$ cat config.mk
export PLATFORM = sky130hd
export DESIGN_NAME = printf_format_streamer_flat
export DESIGN_NICKNAME = d
export VERILOG_FILES = /design/src/sv/pfs_pkg.sv /design/src/sv/pfs_in_if.sv /design/src/sv/pfs_out_if.sv /design/src/sv/printf_format_streamer.sv /design/src/sv/pfs_conv.sv /design/src/flat_wrapper.sv
export VERILOG_INCLUDE_DIRS = /design/src /design/src/sv
export SDC_FILE = /design/constraint.sdc
export NUM_CORES = 1
export LEC_CHECK = 0
export ABC_AREA = 1
export BUFFER_PORTS_ARGS = -buffer_cell sky130_fd_sc_hd__buf_2
export CAP_MARGIN = 20
export CORE_MARGIN = 2
export CORE_UTILIZATION = 53
export DETAILED_ROUTE_END_ITERATION = 10
export HOLD_SLACK_MARGIN = 0.1
export PLACE_DENSITY_LB_ADDON = 0.3
export SLEW_MARGIN = 30
export SYNTH_ARGS = -nofsm -noshare
export SYNTH_HDL_FRONTEND = slang
export SYNTH_HIERARCHICAL = 1
export SYNTH_SLANG_ARGS = --single-unit
$ cat constraint.sdc
create_clock -name clk -period 4.29 [get_ports clk]
set_input_delay 0 -clock clk [delete_from_list [all_inputs] [get_ports clk]]
set_output_delay 0 -clock clk [all_outputs]
set_load 0.01 [all_outputs]
$ cat src/sv/printf_format_streamer_macros.svh
// ---------------------------------------------------------------------------
// printf_format_streamer_macros
// Assertion macros used by the format streamer RTL. They compile to
// nothing when SYNTH is defined.
// ---------------------------------------------------------------------------
`ifndef PRINTF_FORMAT_STREAMER_MACROS_SVH
`define PRINTF_FORMAT_STREAMER_MACROS_SVH

`ifndef SYNTH
// The consequent must hold in the same cycle as the antecedent.
`define PFS_ASSERT_SAME(label, clk, rst, ante, cons, msg) \
  label: assert property (@(posedge clk) disable iff (rst) (ante) |-> (cons)) \
    else $error(msg);
// The consequent must hold in the cycle after the antecedent.
`define PFS_ASSERT_NEXT(label, clk, rst, ante, cons, msg) \
  label: assert property (@(posedge clk) disable iff (rst) (ante) |=> (cons)) \
    else $error(msg);
`else
`define PFS_ASSERT_SAME(label, clk, rst, ante, cons, msg)
`define PFS_ASSERT_NEXT(label, clk, rst, ante, cons, msg)
`endif

`endif

$ cat src/sv/pfs_pkg.sv
// ---------------------------------------------------------------------------
// pfs_pkg
// Types, codes and the digit table of the printf format streamer.
// ---------------------------------------------------------------------------
package pfs_pkg;

  localparam int unsigned OUT_COUNT_W = 24;

  typedef enum logic [1:0] {
    FUNC_FMT = 2'd0,
    FUNC_NUM = 2'd1,
    FUNC_STR = 2'd2
  } func_t;

  typedef enum logic [1:0] {
    KIND_CHAR  = 2'd0,
    KIND_DONE  = 2'd1,
    KIND_ERROR = 2'd2
  } kind_t;

  typedef enum logic [1:0] {
    DIR_C = 2'd0,
    DIR_U = 2'd1,
    DIR_D = 2'd2,
    DIR_X = 2'd3
  } dir_t;

  localparam logic [7:0] CH_NUL     = 8'h00;
  localparam logic [7:0] CH_PERCENT = "%";
  localparam logic [7:0] CH_S       = "s";
  localparam logic [7:0] CH_U       = "u";
  localparam logic [7:0] CH_C       = "c";
  localparam logic [7:0] CH_D       = "d";
  localparam logic [7:0] CH_X       = "x";
  localparam logic [7:0] CH_MINUS   = "-";

  // Element 0 is the leftmost character of the literal.
  localparam logic [0:15][7:0] DIGIT_CHARS = "0123456789abcdef";

  // Request from the control logic to the conversion unit.
  typedef struct packed {
    logic start;
    logic hex;
  } conv_req_t;

  // Status and digit offer from the conversion unit.
  typedef struct packed {
    logic       busy;
    logic       valid;
    logic       last;
    logic [7:0] ch;
  } conv_stat_t;

  function automatic logic [7:0] digit_char(input logic [3:0] d);
    return DIGIT_CHARS[d];
  endfunction

endpackage

$ cat src/sv/pfs_in_if.sv
// ---------------------------------------------------------------------------
// pfs_in_if
// Input channel of the format streamer: format, argument and string beats.
// ---------------------------------------------------------------------------
interface pfs_in_if;
  logic        valid;
  logic        ready;
  logic [1:0]  func;
  logic [7:0]  data_byte;
  logic [31:0] arg_value;

  modport source (output valid, func, data_byte, arg_value, input ready);
  modport sink (input valid, func, data_byte, arg_value, output ready);
endinterface

$ cat src/sv/pfs_out_if.sv
// ---------------------------------------------------------------------------
// pfs_out_if
// Result channel of the format streamer: characters and end markers.
// ---------------------------------------------------------------------------
interface pfs_out_if;
  logic        valid;
  logic        ready;
  logic [1:0]  kind;
  logic [7:0]  out_char;
  logic [23:0] char_count;
  logic        last;

  modport source (output valid, kind, out_char, char_count, last, input ready);
  modport sink (input valid, kind, out_char, char_count, last, output ready);
endinterface

$ cat src/sv/printf_format_streamer.sv
// ---------------------------------------------------------------------------
// printf_format_streamer
// Streams a printf format string and its arguments into output characters.
// ---------------------------------------------------------------------------
// The block takes format bytes, numeric arguments and string argument bytes
// on the cmd channel and returns one result beat per emitted character on
// the res channel, plus a finish beat (carrying the character count) at the
// NUL that ends the format, or an error beat for an unknown directive. A
// single result register sits between the channels: a new command beat is
// taken only when that register is empty or its beat leaves in the same
// cycle, and never while the converter is busy. Literal bytes, %%, %c and
// string bytes are taken at one beat per cycle while the result side does
// not stall. A %u or %d argument runs through the bit-serial converter: a
// shift-and-add-3 phase over the ARG_WIDTH argument bits, then a digit phase
// over the decimal digit positions (10 at the default width), and the next
// command beat waits until the converter is idle again. A %x argument skips
// the shift phase. The converter is the only multi-cycle unit and sets the
// rate for numeric arguments.
// ---------------------------------------------------------------------------
`include "printf_format_streamer_macros.svh"

module printf_format_streamer
  import pfs_pkg::*;
#(
  parameter int unsigned ARG_WIDTH   = 32,
  parameter int unsigned COUNT_WIDTH = 24
) (
  input  logic     clk,
  input  logic     rst,
  pfs_in_if.sink   cmd,
  pfs_out_if.source res
);

  // Only the low 32 bits of the argument field exist at the port.
  localparam int unsigned ARG_IN_W = (ARG_WIDTH < 32) ? ARG_WIDTH : 32;

  typedef enum logic [1:0] {
    M_IDLE,
    M_PERCENT,
    M_WAIT_ARG,
    M_STRING
  } mode_t;

  mode_t                  mode;
  dir_t                   pending;
  logic [COUNT_WIDTH-1:0] count;
  logic [COUNT_WIDTH-1:0] count_inc;

  // Result register.
  logic                   ovalid;
  kind_t                  okind;
  logic [7:0]             ochar;
  logic [COUNT_WIDTH-1:0] ocount;
  logic                   olast;

  logic                   out_free;
  logic                   accept;
  logic                   take_dig;
  logic                   end_beat;
  logic [ARG_WIDTH-1:0]   arg_eff;
  logic                   arg_neg;
  conv_req_t              conv_req;
  logic [ARG_WIDTH-1:0]   conv_value;
  conv_stat_t             conv_st;

  assign out_free  = !ovalid || res.ready;
  assign cmd.ready = out_free && !conv_st.busy;
  assign accept    = cmd.valid && cmd.ready;
  assign take_dig  = conv_st.valid && out_free;

  // The count saturates at all ones.
  assign count_inc = (count == '1) ? count : count + COUNT_WIDTH'(1);

  assign arg_eff = ARG_WIDTH'(cmd.arg_value[ARG_IN_W-1:0]);
  assign arg_neg = (pending == DIR_D) && arg_eff[ARG_WIDTH-1];

  // A numeric argument other than %c starts the converter. A negative %d
  // value is converted as its magnitude after the minus sign is sent.
  always_comb begin
    conv_req.start = accept && (mode == M_WAIT_ARG) && (cmd.func == FUNC_NUM)
                     && (pending != DIR_C);
    conv_req.hex   = (pending == DIR_X);
    conv_value     = arg_neg ? -arg_eff : arg_eff;
  end

  // A finish or error beat is being loaded; the count clears with it.
  assign end_beat = accept && (cmd.func == FUNC_FMT) &&
                    (((mode == M_IDLE) && (cmd.data_byte == CH_NUL)) ||
                     ((mode == M_PERCENT) && (cmd.data_byte != CH_PERCENT) &&
                      (cmd.data_byte != CH_S) && (cmd.data_byte != CH_C) &&
                      (cmd.data_byte != CH_U) && (cmd.data_byte != CH_D) &&
                      (cmd.data_byte != CH_X)));

  pfs_conv #(
    .ARG_WIDTH (ARG_WIDTH)
  ) u_conv (
    .clk   (clk),
    .rst   (rst),
    .req   (conv_req),
    .value (conv_value),
    .take  (take_dig),
    .stat  (conv_st)
  );

  always_ff @(posedge clk) begin
    if (rst) begin
      mode    <= M_IDLE;
      pending <= DIR_C;
      count   <= '0;
      ovalid  <= 1'b0;
    end else begin
      if (res.ready) begin
        ovalid <= 1'b0;
      end

      // Digits from the converter; never coincides with a command beat.
      if (take_dig) begin
        ovalid <= 1'b1;
        okind  <= KIND_CHAR;
        ochar  <= conv_st.ch;
        ocount <= count_inc;
        olast  <= conv_st.last;
        count  <= count_inc;
      end

      if (accept) begin
        case (mode)
          M_IDLE: begin
            if (cmd.func == FUNC_FMT) begin
              if (cmd.data_byte == CH_NUL) begin
                ovalid <= 1'b1;
                okind  <= KIND_DONE;
                ochar  <= CH_NUL;
                ocount <= count;
                olast  <= 1'b1;
                count  <= '0;
              end else if (cmd.data_byte == CH_PERCENT) begin
                mode <= M_PERCENT;
              end else begin
                ovalid <= 1'b1;
                okind  <= KIND_CHAR;
                ochar  <= cmd.data_byte;
                ocount <= count_inc;
                olast  <= 1'b1;
                count  <= count_inc;
              end
            end
          end
          M_PERCENT: begin
            if (cmd.func == FUNC_FMT) begin
              mode <= M_IDLE;
              case (cmd.data_byte)
                CH_PERCENT: begin
                  ovalid <= 1'b1;
                  okind  <= KIND_CHAR;
                  ochar  <= CH_PERCENT;
                  ocount <= count_inc;
                  olast  <= 1'b1;
                  count  <= count_inc;
                end
                CH_S: mode <= M_STRING;
                CH_C: begin
                  mode    <= M_WAIT_ARG;
                  pending <= DIR_C;
                end
                CH_U: begin
                  mode    <= M_WAIT_ARG;
                  pending <= DIR_U;
                end
                CH_D: begin
                  mode    <= M_WAIT_ARG;
                  pending <= DIR_D;
                end
                CH_X: begin
                  mode    <= M_WAIT_ARG;
                  pending <= DIR_X;
                end
                default: begin
                  ovalid <= 1'b1;
                  okind  <= KIND_ERROR;
                  ochar  <= CH_NUL;
                  ocount <= count;
                  olast  <= 1'b1;
                  count  <= '0;
                end
              endcase
            end
          end
          M_WAIT_ARG: begin
            if (cmd.func == FUNC_NUM) begin
              mode <= M_IDLE;
              if (pending == DIR_C) begin
                ovalid <= 1'b1;
                okind  <= KIND_CHAR;
                ochar  <= cmd.arg_value[7:0];
                ocount <= count_inc;
                olast  <= 1'b1;
                count  <= count_inc;
              end else if (arg_neg) begin
                // The digits follow from the converter, so this is not last.
                ovalid <= 1'b1;
                okind  <= KIND_CHAR;
                ochar  <= CH_MINUS;
                ocount <= count_inc;
                olast  <= 1'b0;
                count  <= count_inc;
              end
            end
          end
          M_STRING: begin
            if (cmd.func == FUNC_STR) begin
              if (cmd.data_byte == CH_NUL) begin
                mode <= M_IDLE;
              end else begin
                ovalid <= 1'b1;
                okind  <= KIND_CHAR;
                ochar  <= cmd.data_byte;
                ocount <= count_inc;
                olast  <= 1'b1;
                count  <= count_inc;
              end
            end
          end
          default: begin
            mode <= M_IDLE;
          end
        endcase
      end
    end
  end

  assign res.valid      = ovalid;
  assign res.kind       = okind;
  assign res.out_char   = ochar;
  assign res.char_count = OUT_COUNT_W'(ocount);
  assign res.last       = olast;

  // No command beat may be taken while the converter still owns the stream.
  `PFS_ASSERT_SAME(a_no_accept_in_conv, clk, rst, conv_st.busy, !cmd.ready, "accept in conversion")
  // The final digit of a conversion returns the converter to idle.
  `PFS_ASSERT_NEXT(a_last_digit_ends, clk, rst, take_dig && conv_st.last, !conv_st.busy, "conv busy")
  // A finish or error beat leaves the count cleared.
  `PFS_ASSERT_NEXT(a_end_clears_count, clk, rst, end_beat, (count == '0) && ovalid && olast, "count")

endmodule

$ cat src/sv/pfs_conv.sv
// ---------------------------------------------------------------------------
// pfs_conv
// Bit-serial number to digit converter. Decimal values pass through a
// shift-and-add-3 register one bit per cycle; hex values load directly.
// Digits then leave most significant first, one per cycle while each is taken,
// with leading zeros dropped.
// ---------------------------------------------------------------------------
module pfs_conv
  import pfs_pkg::*;
#(
  parameter int unsigned ARG_WIDTH = 32
) (
  input  logic                 clk,
  input  logic                 rst,
  input  conv_req_t            req,
  input  logic [ARG_WIDTH-1:0] value,
  input  logic                 take,
  output conv_stat_t           stat
);

  // Decimal digits needed for ARG_WIDTH bits; also covers the hex digits.
  localparam int unsigned DIGITS  = (ARG_WIDTH * 30103) / 100000 + 1;
  localparam int unsigned BCD_W   = 4 * DIGITS;
  localparam int unsigned MAXCNT  = (ARG_WIDTH > DIGITS) ? ARG_WIDTH : DIGITS;
  localparam int unsigned CNT_W   = $clog2(MAXCNT + 1);

  typedef enum logic [1:0] {
    PH_IDLE,
    PH_DABBLE,
    PH_EMIT
  } phase_t;

  phase_t               phase;
  logic [ARG_WIDTH-1:0] bin;
  logic [BCD_W-1:0]     bcd;
  logic [BCD_W-1:0]     bcd_adj;
  logic [CNT_W-1:0]     cnt;
  logic [3:0]           top_digit;
  logic                 final_digit;
  // Set once the first nonzero digit has gone out; zeros after it are kept.
  logic                 lead_done;

  always_comb begin
    for (int i = 0; i < DIGITS; i++) begin
      bcd_adj[4*i +: 4] = (bcd[4*i +: 4] >= 4'd5) ? bcd[4*i +: 4] + 4'd3 : bcd[4*i +: 4];
    end
  end

  assign top_digit   = bcd[BCD_W-1 -: 4];
  assign final_digit = (cnt == CNT_W'(1));

  assign stat.busy  = (phase != PH_IDLE);
  assign stat.valid = (phase == PH_EMIT) &&
                      ((top_digit != 4'd0) || lead_done || final_digit);
  assign stat.last  = final_digit;
  assign stat.ch    = digit_char(top_digit);

  always_ff @(posedge clk) begin
    if (rst) begin
      phase     <= PH_IDLE;
      cnt       <= '0;
      lead_done <= 1'b0;
    end else begin
      case (phase)
        PH_IDLE: begin
          if (req.start) begin
            lead_done <= 1'b0;
            if (req.hex) begin
              bcd   <= BCD_W'(value);
              cnt   <= CNT_W'(DIGITS);
              phase <= PH_EMIT;
            end else begin
              bin   <= value;
              bcd   <= '0;
              cnt   <= CNT_W'(ARG_WIDTH);
              phase <= PH_DABBLE;
            end
          end
        end
        PH_DABBLE: begin
          bcd <= {bcd_adj[BCD_W-2:0], bin[ARG_WIDTH-1]};
          bin <= bin << 1;
          if (final_digit) begin
            cnt   <= CNT_W'(DIGITS);
            phase <= PH_EMIT;
          end else begin
            cnt <= cnt - CNT_W'(1);
          end
        end
        PH_EMIT: begin
          if (!stat.valid || take) begin
            bcd <= bcd << 4;
            cnt <= cnt - CNT_W'(1);
            if (stat.valid) begin
              lead_done <= 1'b1;
            end
            if (final_digit) begin
              phase <= PH_IDLE;
            end
          end
        end
        default: begin
          phase <= PH_IDLE;
        end
      endcase
    end
  end

endmodule
$ cat src/flat_wrapper.sv
// flat-port wrapper written by rule: the top's interface ports become plain ports
module printf_format_streamer_flat import pfs_pkg::*;
#(
  parameter int unsigned ARG_WIDTH   = 32,
  parameter int unsigned COUNT_WIDTH = 24
)
  (clk, rst, cmd_valid, cmd_func, cmd_data_byte, cmd_arg_value, cmd_ready, res_valid, res_kind, res_out_char, res_char_count, res_last, res_ready);
  pfs_in_if cmd_i ();
  pfs_out_if res_i ();
  input  logic clk;
  input  logic rst;
  input wire logic [$bits(cmd_i.valid)-1:0] cmd_valid;
  input wire logic [$bits(cmd_i.func)-1:0] cmd_func;
  input wire logic [$bits(cmd_i.data_byte)-1:0] cmd_data_byte;
  input wire logic [$bits(cmd_i.arg_value)-1:0] cmd_arg_value;
  output wire logic [$bits(cmd_i.ready)-1:0] cmd_ready;
  output wire logic [$bits(res_i.valid)-1:0] res_valid;
  output wire logic [$bits(res_i.kind)-1:0] res_kind;
  output wire logic [$bits(res_i.out_char)-1:0] res_out_char;
  output wire logic [$bits(res_i.char_count)-1:0] res_char_count;
  output wire logic [$bits(res_i.last)-1:0] res_last;
  input wire logic [$bits(res_i.ready)-1:0] res_ready;
  assign cmd_i.valid = cmd_valid;
  assign cmd_i.func = cmd_func;
  assign cmd_i.data_byte = cmd_data_byte;
  assign cmd_i.arg_value = cmd_arg_value;
  assign cmd_ready = cmd_i.ready;
  assign res_valid = res_i.valid;
  assign res_kind = res_i.kind;
  assign res_out_char = res_i.out_char;
  assign res_char_count = res_i.char_count;
  assign res_last = res_i.last;
  assign res_i.ready = res_ready;
  printf_format_streamer #(.ARG_WIDTH(ARG_WIDTH), .COUNT_WIDTH(COUNT_WIDTH)) u_core (.clk(clk), .rst(rst), .cmd(cmd_i), .res(res_i));
endmodule
==> out/results.ini, run 1 <==
[cts]
htree_levels = 4
clk_path_buf_depth = 2
cts-buffers-inserted = 17
cts_setup_buffers = 0
ctsResizeCount = 0
cts_tree = built
postCtsHoldBufs = 25
root_buffer = clkbuf_16
cts.clk_slew.worst_paths_ns = 0.07
clk_latency_ns = 0.43
clkSinkCount = 145

[placement]
place_ws_ns = 0.840
place_inst = 2538
place_area_mm2 = 0.0145
hpwl_um = 29700
gp_congestion = 0.985
port-buffer-count = 82

[synth]
synth_flop_cell = edfxtp_1
synth_edf_count = 107
syn_inst = 2206
seq_area_frac_synth_pct = 28.3
syn_nets = 2283
netlist_area_mm2 = 0.0141
ys_types = 56
synth-seq-cells = 145
synthArstFlopShare_pct = 0
synth.yosys.warnings = 6
avgSynthCellArea_um2 = 6.37

[floorplanning]
core_mm2 = 0.0261
chipWidth_um = 167
fp.dieArea_mm2 = 0.0278
ios = 83
rows = 59
initial_core_util_pct = 53.9
die_h_um = 167

[setup_path]
r2r-start = u_core/mode[1]
r2r_slack_ns = 0.76
critPathLaunchType = flip-flop
cp_data_arrival_time_ns = 3.65
r2r_end = u_core/u_conv/bcd[18]
critPathCaptureType = flip-flop
cp-endpoint = u_core/u_conv/bcd[18]
path_max_fanout = 24
crit_type = reg -> reg
r2r_cells = 9
cp.required_ns = 4.41
startpoint = u_core/mode[1]

[grt]
grt_pass1_wl_um = 72400
first_global_vias = 14380
grt.overflow.total = 0
antenna_found_initial = 0
grt_max_degree = 71
grt_usage_pct = 31.8

[layout]
multiInputGateArea_mm2 = 0.00867
fillers = 2469
layout_common_cells = nand2_1, inv_1, nor2_1
nets = 2324
seqCellArea_mm2 = 0.00397
design_area_mm2 = 0.0154
antenna_cells = 0
final_layout_size_suffix_gt1_share_pct = 13.1
layout_commonest_cell = nand2_1
finalNonFillerCells = 2595
area.growth.synth_to_final_pct = 9.74

[status]
status = finished, final reports clean

[routing]
first_pass_iters = 6
drc = 0
wl_per_cell_um = 17.5
ant_nets = 0
wirelength_um = 45400
wl_met2_um = 19900
via_per_inst = 5.97
dr.max_layer_used = met4
wl_met1_um = 18500
drt-initial-drc-count = 1934
route.met3.wl_um = 5000
num_vias = 15502

[sta]
fmax_mhz = 284
slew_headroom_pct = 24.3
skew_ns = 0.0139
fin_ws_ns = 0.765
drv_slew = 0
hold_viol_final = 0
period_needed_ns = 3.53
grt_setup_unrepaired = no
tightest_slew_ns = 1.13
finalCritPeriodShare_pct = 82.2
tns_ns = 0
setup_viol = 0

[run]
maxCapViolations = 0

[power]
leakagePower_nw = 7.02
ir_drop_uv = 294
p_per_area_mw_per_mm2 = 502

[hold_path]
hp-class = in -> reg

==> per-layer routing <==
| layer | vias to the layer above | GRT usage [%] |
|---|---|---|
| li1 | 7348 | - |
| met1 | 7041 | 42.5 |
| met2 | 946 | 49.7 |
| met3 | 167 | 6.49 |
| met4 | 0 | 14.5 |
| met5 | - | 0 |
==> report_power, final <==
part	switching [mW]	internal (mW)	total, mW
sequential	0.386	2.04	2.43
clock	0.679	0.987	1.67
combinational	2.41	1.24	3.65
==> registers in the layout, summed over array words and instances (netlist names) <==
signal and cells:
u_core/u_conv/phase 2, u_core/count 24, u_core/res.kind 2, u_core/u_conv/cnt 6, u_core/res.last 1, u_core/res.char_count 24, u_core/u_conv/bin 32, u_core/pending 2
u_core/u_conv/lead_done 1, u_core/mode 2, u_core/res.valid 1, u_core/u_conv/bcd 40, u_core/res.out_char 8
==> worst min path at each step <==
stage,from,to,slack (ns),cells past startpoint
final,cmd_data_byte[1],u_core/res.out_char[1],0.11,5
after global routing,cmd_data_byte[3],u_core/pending[0],0.14,5
after detailed placement,rst,u_core/pending[1],0.36,2
after CTS,res_ready,u_core/res.valid,0.10,6
after floorplan,rst,u_core/u_conv/lead_done,0.07,1
after global placement,rst,u_core/pending[1],0.36,2
==> stage by stage <==
| step | utilization, % | power (mW) | hold WS (ns) |
|---|---|---|---|
| 3_5_place_dp | 55.8 | 5.99 | 0.357 |
| 4_1_cts | 59.2 | 7.69 | 0.100 |
| 5_1_grt | 59.2 | 8.31 | 0.135 |
| 3_3_place_gp | 55.8 | 5.88 | 0.358 |
| 2_1_floorplan | - | 5.12 | 0.0691 |
| 6_report | 59.2 | 7.74 | 0.112 |
==> area by class of cell <==
class	count	area share [%]
repair buffers	132	5.50
clock inverters	14	1.30
inverters	235	5.72
multi-input cells	1716	56.2
flip-flops and latches	145	25.8
well taps	335	2.72
clock buffers	18	2.78
==> synthesized netlist by cell type (10+ instances only) <==
library cell,n,area share [%]
nand2_1,716,19
inv_1,206,5.5
nor2_1,177,4.7
o21ai_0,167,5.9
nand3_1,150,5.3
a21oi_1,118,4.2
edfxtp_1,107,23
clkbuf_1,53,1.4
xor2_1,41,2.6
dfxtp_1,38,5.4
o21ai_1,37,1.3
nand2_2,36,1.6
o211ai_1,34,1.8
ha_1,31,2.8
buf_2,28,1.0
or2_2,28,1.2
nand4_1,27,1.2
inv_2,25,0.67
nand3_2,21,1.5
a31oi_1,14,0.62
buf_4,13,0.69
xnor2_1,12,0.75
nor3_1,11,0.39
o22ai_1,10,0.45
==> critical path, stage by stage (launching register included) <==
cell and delay, ns:
dfxtp_1 0.62, inv_2 0.40, nor2_4 0.31, inv_1 0.19
nor4_1 0.31, nor2_1 0.13, inv_1 0.20, nand3_4 0.19
nor2_4 0.53, buf_4 0.33
==> cells by family after synthesis <==
| kind of cell | Yosys count | synth area share [%] |
|---|---|---|
| other cells | 2 | 0.0534 |
| fa+ha+maj | 31 | 2.76 |
| simple gates | 1203 | 38.0 |
| mux | 4 | 0.285 |
| compound gates | 423 | 17.0 |
| xor+xnor | 53 | 3.30 |
| buf+inv | 345 | 10.3 |
| flops | 145 | 28.3 |
No activity file was read; power rests on OpenSTA's default activity.
==> run 2: changes to the inputs <==
==> constraint.sdc (replaced) <==
create_clock -name clk -period 3.35 [get_ports clk]
set_input_delay 0 -clock clk [delete_from_list [all_inputs] [get_ports clk]]
set_output_delay 0 -clock clk [all_outputs]
set_load 0.01 [all_outputs]
==> run 2 against run 1 <==
- combinational power increased by 30%
- sequential share of layout area decreased by 0.22 points
- worst setup slack got worse by 0.43 ns
- first-iteration DRC count increased by 3.3%
- critical path type unchanged
- non-clock buffer count increased by 13
- via count increased by 0.13%
- clock power increased by 25%
- cell count increased by 0.50%
- register-to-register slack got worse by 0.43 ns
- largest cell class unchanged
- global-route usage increased by 0.87 points
==> out/results.ini, run 2 (same netlist as run 1, synthesis figures left out) <==
[status]
status = finished, final reports clean

[floorplanning]
chipWidth_um = 167  ; unchanged
fp.dieArea_mm2 = 0.0278  ; unchanged
rows = 59  ; unchanged
core_mm2 = 0.0261  ; unchanged
initial_core_util_pct = 53.9  ; unchanged
ios = 83  ; unchanged
die_h_um = 167  ; unchanged

[setup_path]
critPathCaptureType = flip-flop
r2r_slack_ns = 0.33  ; -0.43 ns
crit_type = reg -> reg
r2r-start = u_core/u_conv/phase[0]
cp_data_arrival_time_ns = 3.34  ; -0.31 ns
r2r_end = u_core/pending[1]
critPathLaunchType = flip-flop
path_max_fanout = 39  ; +63%
cp.required_ns = 3.67  ; -0.74 ns
r2r_cells = 13  ; +4

[sta]
grt_setup_unrepaired = no
tns_ns = 0  ; unchanged
skew_ns = 0.0103  ; -0.00360 ns
finalCritPeriodShare_pct = 90.1  ; +7.9 points
whs_ns = 0.115  ; +0.00296 ns
drv_slew = 0  ; unchanged
period_needed_ns = 3.02  ; -0.507 ns
setup_viol = 0  ; unchanged
slew_headroom_pct = 48.2  ; +24 points
fmax_mhz = 331  ; +17%
tightest_slew_ns = 0.776  ; -0.349 ns
hold_viol_final = 0  ; unchanged

[grt]
first_global_vias = 14755  ; +2.6%
gr-usage-met1_pct = 42.8  ; +0.27 points
grt.overflow.total = 0  ; unchanged
met2_usage_pct = 51.1  ; +1.4 points
grt_busiest_layer = met2
grt_usage_pct = 32.7  ; +0.87 points
antenna_found_initial = 1  ; +1
grt_max_degree = 80  ; +13%
grt_util_met3_pct = 6.58  ; +0.095 points
grt_pass1_wl_um = 74200  ; +2.4%

[cts]
clk_path_buf_depth = 2  ; unchanged
cts-buffers-inserted = 17  ; unchanged
cts_setup_buffers = 0  ; unchanged
htree_levels = 4  ; unchanged
root_buffer = clkbuf_16
cts.clk_slew.worst_paths_ns = 0.07  ; about the same
clkSinkCount = 145  ; unchanged
cts_tree = built
clk_latency_ns = 0.44  ; about the same

[placement]
hpwl_um = 30500  ; +2.5%
gp_congestion = 0.963  ; -2.2%
port-buffer-count = 82  ; unchanged
place_area_mm2 = 0.0147  ; +0.93%

[layout]
area.growth.synth_to_final_pct = 10.7
design_area_mm2 = 0.0156  ; +0.87%
layout_common_cells = nand2_1, inv_1, nor2_1
layout_commonest_cell = nand2_1
reg_top3 = u_core/u_conv/bcd: 40 flops, u_core/u_conv/bin: 32 flops
largest_reg_flops = 40  ; unchanged
regMostFlops = u_core/u_conv/bcd
final_layout_size_suffix_gt1_share_pct = 13.6  ; +0.59 points
nets = 2337  ; +0.56%
fillers = 2458  ; -0.45%
antenna_cells = 0  ; unchanged

[power]
p_clk_share_pct = 21.0  ; -0.5 points
p_sw_share_pct = 45.6  ; +0.72 points
combPwrFrac_pct = 47.7  ; +0.6 points
power.internal_mw = 5.40  ; +26%
p_per_area_mw_per_mm2 = 637  ; +27%
leakagePower_nw = 7.10  ; +1.1%
ir_drop_uv = 323  ; +9.9%
pwr-share-seq_pct = 31.4  ; about the same
p_sw_mw = 4.51  ; +30%

[hold_path]
hp-class = in -> reg
hold_path_depth = 4  ; -1
hp-start = cmd_arg_value[9]
hold_path_end = u_core/u_conv/bcd[9]

[routing]
wirelength_um = 46200  ; +1.7%
drt-initial-drc-count = 1997  ; +3.3%
ant_nets = 0  ; unchanged
first_pass_iters = 7  ; +1
drc = 0  ; unchanged
num_vias = 15522  ; +0.13%
via_per_inst = 5.95  ; -0.37%
wl_per_cell_um = 17.7  ; +1.2%

[run]
maxCapViolations = 0  ; unchanged

==> run 2: layer usage <==
layer  routed length, um  part of all wire (%)
met5                  42                 0.091
met2               20300                    44
met1               18800                    41
met4                2090                   4.5
met3                4910                    11
==> run 2: cell type report <==
| cell class | instances | area (um^2) | share of cell area, % |
|---|---|---|---|
| flip-flops and latches | 145 | 3970 | 25.5 |
| clock buffers | 18 | 439 | 2.82 |
| well taps | 335 | 419 | 2.69 |
| clock inverters | 14 | 185 | 1.19 |
| multi-input cells | 1716 | 8670 | 55.7 |
| inverters | 235 | 882 | 5.67 |
| repair buffers | 145 | 987 | 6.35 |
==> run 2: how the worst max path moves through the flow <==
| stage | startpoint | endpoint | slack [ns] | depth (start not counted) |
|---|---|---|---|---|
| floorplan | u_core/u_conv/bcd[36] | u_core/u_conv/bcd[0] | 0.04 | 14 |
| global placement | u_core/u_conv/bcd[36] | u_core/res.char_count[8] | 0.52 | 18 |
| detailed placement | u_core/u_conv/bcd[36] | u_core/res.char_count[8] | 0.40 | 18 |
| CTS | u_core/u_conv/phase[0] | u_core/pending[1] | 0.23 | 13 |
| global route | u_core/u_conv/bcd[36] | u_core/res.char_count[8] | 0.10 | 18 |
| finish | u_core/u_conv/phase[0] | u_core/pending[1] | 0.33 | 13 |
==> run 2: power groups by stage <==
| stage | clock, mW | combinational, mW | sequential, mW |
|---|---|---|---|
| after detailed placement | 0 | 4.59 | 3.12 |
| final | 2.08 | 4.73 | 3.11 |
| after floorplan | 0 | 3.52 | 3.04 |
| after global placement | 0 | 4.45 | 3.12 |
| after global routing | 2.17 | 5.31 | 3.17 |
| after CTS | 2.11 | 4.65 | 3.09 |
==> run 2: critical path: stages, from the launching register on <==
cell           delay, ns
dfxtp_1             0.38
inv_1               0.10
ha_1                0.24
inv_1               0.18
nor2_1              0.10
nand2_2             0.09
buf_4               0.38
buf_6               0.40
a21oi_1             0.13
nand2_1             0.12
a21oi_1             0.05
a21oi_1             0.11
nor2_1              0.04
dlygate4sd3_1       0.55
==> run 2: stage by stage <==
stage | cells | util, % | power (mW) | setup WS, ns
finish | 2608 | 59.7 | 9.91 | 0.332
CTS | 2608 | 59.7 | 9.85 | 0.234
detailed placement | 2551 | 56.3 | 7.72 | 0.404
floorplan | 2206 | - | 6.56 | 0.0433
global route | 2608 | 59.7 | 10.7 | 0.100
global placement | 2551 | 56.3 | 7.57 | 0.523
==> run 2: repair_timing <==
item | in CTS | in global routing
setup endpoints to repair | 0 | 1
endpoints found under the hold margin | 46 | 0
hold buffers | 25 | 0
resized for setup | 0 | 1
